$ cat src/sv/bba_pkg.sv
// Shared types and constants of the buddy block allocator.
// Controller/datapath command and status structs, result codes.
// No dependencies.
package bba_pkg;

	localparam logic [1:0] ST_OK      = 2'd0;
	localparam logic [1:0] ST_NOSPACE = 2'd1;
	localparam logic [1:0] ST_BADFREE = 2'd2;

	// bytes of block header added to each request
	localparam int unsigned HDR_BYTES = 2;

	typedef enum logic [3:0] {
		DP_NOP,
		DP_CLEAR,
		DP_LOAD,
		DP_RD_NODE,
		DP_STEP,
		DP_TAKE,
		DP_SPLIT,
		DP_GRANT,
		DP_RD_TAG,
		DP_UNTAG,
		DP_RD_BUDDY,
		DP_MERGE,
		DP_RELEASE,
		DP_RESULT
	} dp_op_t;

	typedef struct packed {
		dp_op_t     op;
		logic [1:0] st;
	} dp_cmd_t;

	typedef struct packed {
		logic clr_last;
		logic is_free;
		logic too_big;
		logic bad_off;
		logic hit;
		logic lvl_end;
		logic at_top;
		logic k_eq_want;
		logic k_next_top;
		logic tag_bad;
		logic tag_top;
	} dp_stat_t;

endpackage

$ cat src/sv/bba_ctrl.sv
// Controller state machine of the buddy allocator: sequences clearing,
// level search, splitting and merging. Uses bba_pkg.
module bba_ctrl (
	input  logic              clk,
	input  logic              arst_n,
	input  logic              start,
	input  bba_pkg::dp_stat_t stat_i,
	output bba_pkg::dp_cmd_t  cmd_o,
	output logic              busy,
	output logic              done
);

	typedef enum logic [3:0] {
		S_CLEAR, S_IDLE, S_CHK0, S_A_RD, S_A_CHK, S_A_SPLIT,
		S_F_CHK, S_M_RD, S_M_CHK, S_F_SET
	} state_t;

	state_t state_q, state_d;
	logic   done_q, done_d;

	always_comb begin
		state_d   = state_q;
		done_d    = 1'b0;
		cmd_o.op  = bba_pkg::DP_NOP;
		cmd_o.st  = bba_pkg::ST_OK;
		case (state_q)
			S_CLEAR: begin
				cmd_o.op = bba_pkg::DP_CLEAR;
				if (stat_i.clr_last) state_d = S_IDLE;
			end
			S_IDLE: begin
				if (start) begin
					cmd_o.op = bba_pkg::DP_LOAD;
					state_d  = S_CHK0;
				end
			end
			S_CHK0: begin
				if (stat_i.is_free) begin
					if (stat_i.bad_off) begin
						cmd_o.op = bba_pkg::DP_RESULT;
						cmd_o.st = bba_pkg::ST_BADFREE;
						state_d  = S_IDLE;
						done_d   = 1'b1;
					end else begin
						cmd_o.op = bba_pkg::DP_RD_TAG;
						state_d  = S_F_CHK;
					end
				end else if (stat_i.too_big) begin
					cmd_o.op = bba_pkg::DP_RESULT;
					cmd_o.st = bba_pkg::ST_NOSPACE;
					state_d  = S_IDLE;
					done_d   = 1'b1;
				end else begin
					cmd_o.op = bba_pkg::DP_RD_NODE;
					state_d  = S_A_CHK;
				end
			end
			S_A_RD: begin
				cmd_o.op = bba_pkg::DP_RD_NODE;
				state_d  = S_A_CHK;
			end
			S_A_CHK: begin
				if (stat_i.hit) begin
					cmd_o.op = bba_pkg::DP_TAKE;
					state_d  = S_A_SPLIT;
				end else if (stat_i.lvl_end && stat_i.at_top) begin
					cmd_o.op = bba_pkg::DP_RESULT;
					cmd_o.st = bba_pkg::ST_NOSPACE;
					state_d  = S_IDLE;
					done_d   = 1'b1;
				end else begin
					cmd_o.op = bba_pkg::DP_STEP;
					state_d  = S_A_RD;
				end
			end
			S_A_SPLIT: begin
				if (stat_i.k_eq_want) begin
					cmd_o.op = bba_pkg::DP_GRANT;
					state_d  = S_IDLE;
					done_d   = 1'b1;
				end else begin
					cmd_o.op = bba_pkg::DP_SPLIT;
				end
			end
			S_F_CHK: begin
				if (stat_i.tag_bad) begin
					cmd_o.op = bba_pkg::DP_RESULT;
					cmd_o.st = bba_pkg::ST_BADFREE;
					state_d  = S_IDLE;
					done_d   = 1'b1;
				end else begin
					cmd_o.op = bba_pkg::DP_UNTAG;
					state_d  = stat_i.tag_top ? S_F_SET : S_M_RD;
				end
			end
			S_M_RD: begin
				cmd_o.op = bba_pkg::DP_RD_BUDDY;
				state_d  = S_M_CHK;
			end
			S_M_CHK: begin
				if (stat_i.hit) begin
					cmd_o.op = bba_pkg::DP_MERGE;
					state_d  = stat_i.k_next_top ? S_F_SET : S_M_RD;
				end else begin
					state_d = S_F_SET;
				end
			end
			S_F_SET: begin
				cmd_o.op = bba_pkg::DP_RELEASE;
				state_d  = S_IDLE;
				done_d   = 1'b1;
			end
			default: state_d = S_IDLE;
		endcase
	end

	always_ff @(posedge clk or negedge arst_n) begin
		if (!arst_n) begin
			state_q <= S_CLEAR;
			done_q  <= 1'b0;
		end else begin
			state_q <= state_d;
			done_q  <= done_d;
		end
	end

	assign busy = (state_q != S_IDLE);
	assign done = done_q;

	a_accept: assert property (@(posedge clk) disable iff (!arst_n)
		start && !busy |=> state_q == S_CHK0)
		else $error("accepted beat did not enter check state");
	a_done_src: assert property (@(posedge clk) disable iff (!arst_n)
		done |-> $past(state_q) != S_IDLE && $past(state_q) != S_CLEAR)
		else $error("result strobe without work");
	a_split_hold: assert property (@(posedge clk) disable iff (!arst_n)
		state_q == S_A_SPLIT && !stat_i.k_eq_want |=> state_q == S_A_SPLIT)
		else $error("split left before reaching wanted order");

endmodule

$ cat config.mk
export PLATFORM = sky130hd
export DESIGN_NAME = bba_ctrl
export DESIGN_NICKNAME = d
export VERILOG_FILES = /design/src/sv/bba_pkg.sv /design/src/sv/bba_ctrl.sv
export SDC_FILE = /design/constraint.sdc
export NUM_CORES = 1
export LEC_CHECK = 0
export BUFFER_PORTS_ARGS = -buffer_cell sky130_fd_sc_hd__buf_2
export CORE_AREA = 2 2 39 41
export DETAILED_ROUTE_END_ITERATION = 7
export DIE_AREA = 0 0 41 43
export PLACE_DENSITY = 0.67
export SLEW_MARGIN = 20
export SYNTH_ARGS = -nofsm -noshare
export SYNTH_HDL_FRONTEND = slang
export SYNTH_SLANG_ARGS = --single-unit
$ cat constraint.sdc
create_clock -name clk -period 1.7 [get_ports clk]
set_input_delay 0.51 -clock clk [delete_from_list [all_inputs] [get_ports clk]]
set_output_delay 0.51 -clock clk [all_outputs]
set_load 0.02 [all_outputs]
==> metrics.txt <==
vias in the first global route 847; setup ws final -0.301 ns; Rows 14; Post-Route M1 WL 856 um; initial antenna violation count 0; Data arrival, critical path 1.49 ns; RSZ-0062 raised after global routing yes; synth warn 0; Initial Utilization 39.9%; CP max FO 6; Placement Setup Slack -0.220 ns; critical path endpoint category primary output; Total Routing Usage GR 27.4%; combinational power share 74.9%; H-tree levels 1; reg2reg setup slack 0.16 ns; Ports 22; DRC viols 0; share of cells above drive strength 1 62.6%; worst vdd ir 1.12 mV; Seq/Total Area, Yosys 22.7%; clock share of power 8.8%; synthesized area 552 um^2; Die X-Extent 41 um; Final Skew 0.00153 ns; WHS 0.0723 ns; Yosys cell types 36; Vias 809; DP HPWL 1520 um; wire per inst 14.1 um; CTS Sinks 5; Final Hold Vio Count 0; cell taking the most area after synthesis dfrtp_1; top post-synthesis cells by count nand2_1 (7), a21oi_1 (6), inv_1 (6), dfrtp_1 (5), nor2_1 (5); Overflow after GRT 0; share of the synthesized area in the top cell type 22.7%; 1st-iter DRT viols 12; RePlAce Congestion 0.869; Setup Crit Path Kind register to primary output; Sw Share 44.7%; number of inserted diodes 0; WL met3 115 um; register share of total power 16.3%; WP data required 1.19 ns; top achievable clock speed 500 MHz; max-slew headroom at the worst pin 83.5%; worst hold path class primary input to asynchronous set/reset pin; Cell Int Power 840 uW; register bit count reported by yosys 5; post-detailed-routing wire length 2070 um; failing checks negative setup slack; Tmin final 2.00 ns; first-pass GRT wire length 3280 um; Leak 0.513 nW; Avg Inst Size Synth 7.26 um^2; root buf cell clkbuf_4; outcome complete, but fails checks; ys async rst share 100%; Die H 43 um; area added between synthesis and finish 92.1%; CP Launch Type register; largest net degree at the start of global routing 9; Design Power 1.52 mW; Cells after Synth 76; DR pass1 iterations 4; prevailing post-synth register cell dfrtp_1; syn nets 90; Final ANT Viol Nets 0; met2 WL 1050 um; top-count cell post-synth nand2_1; Post-synth EDFFs 0; synth top area cells dfrtp_1 (23%), a21oi_1 (5.4%), nand2_1 (4.8%); NetSw 678 uW; CTS tree done; insertion delay to the later sink of the worst-skew pair 0.24 ns; number of nets in the layout 146; CTS buffer count 3; max-slew violation count 0; max-cap violation count 0; # hold bufs at CTS 0; DR top layer met4; Worst Tran Pin Value 0.246 ns; CTS clk-pin slew, worst paths 0.04 ns; Max clock buf depth 2; DR vias/cell 5.50; pwr dens 1430 mW/mm^2; Tcrit/Tclk final 118%; Final setup viols 7; Core Area 0.00138 mm^2; IO buf count 21; die area 0.00176 mm^2
state kept, by name, summed over array words and instances, names as in the netlist:
signal	count
done	1
state_q	4
layout make-up:
type	instances	area, um^2
Multi-Input combinational cell	60	472
Timing Repair Buffer	55	383
Fill cell	108	324
Sequential cell	5	129
Inverter	7	28.8
Clock buffer	3	22.5
Tap cell	16	20.0
Clock inverter	1	5.00
worst max-delay path: stages (launching register included):
cell and delay (ns):
dfrtp_2 0.48, buf_6 0.16, o21a_1 0.17, o22a_1 0.19, o21ai_1 0.08, buf_4 0.16
cell families after synthesis:
logic type,after synthesis,synth area share (%)
simple gates,30,29.0
compound gates,29,37.2
buf+inv,11,9.30
flops,5,22.7
mux,1,1.81
placed cells by master, fill, tap and decap left out, types with 2 or more instances in the layout:
cell type / synthesis / layout
a21oi_1: 6 / 5
buf_2: 2 / 15
buf_4: 2 / 38
buf_6: 0 / 2
clkbuf_4: 0 / 3
dfrtp_1: 5 / 2
dfrtp_2: 0 / 3
inv_1: 6 / 5
nand2_1: 7 / 6
nand2_2: 1 / 2
nand2b_4: 0 / 3
nand3_1: 4 / 2
nand3_2: 0 / 2
nor2_1: 5 / 4
nor2b_1: 3 / 3
nor3_1: 2 / 2
o21ai_0: 4 / 4
o22a_1: 2 / 2
power groups by stage:
stage	clock network (mW)	logic, mW	registers, mW
after floorplan	0	0.531	0.196
after global placement	0	0.912	0.223
after detailed placement	0	0.927	0.226
after CTS	0.141	1.07	0.240
after global routing	0.143	1.22	0.252
final	0.134	1.14	0.247
final timing paths:
check                                  startpoint                     end  cells past startpoint
max                        state_q[2]$_DFFE_PN0P_                cmd_o[4]                      5
min                                        arst_n  state_q[3]$_DFFE_PN0P_                      1
max reg2reg                state_q[2]$_DFFE_PN0P_  state_q[1]$_DFFE_PN0P_                      5
min reg2reg                state_q[3]$_DFFE_PN0P_  state_q[0]$_DFFE_PN0P_                      1
max in group asynchronous                  arst_n  state_q[1]$_DFFE_PN0P_                      1
min in group clk           state_q[3]$_DFFE_PN0P_  state_q[0]$_DFFE_PN0P_                      1
routing by layer:
metal	track usage, %	up-vias
li1	-	389
met1	31.4	378
met2	44.1	34
met3	5.24	8
met4	16.7	0
met5	0	-
through the flow:
step / area, um^2 / std cells / setup TNS, ns / utilization [%]
finish: 1060 / 147 / -1.75 / 76.6
global route: 1060 / 147 / -2.19 / 76.6
CTS: 1020 / 147 / -1.79 / 73.7
detailed placement: 906 / 140 / -0.861 / 65.5
global placement: 906 / 140 / -0.725 / 65.5
floorplan: 573 / 76 / 0 / -
what timing repair did:
action / CTS / global route
buffers inserted: 3 / 0
pin swaps: 4 / 5
setup endpoints to repair: 7 / 7
resized for setup: 18 / 9
cloned: 0 / 0
Note: power is estimated with default switching activity, not from simulation.
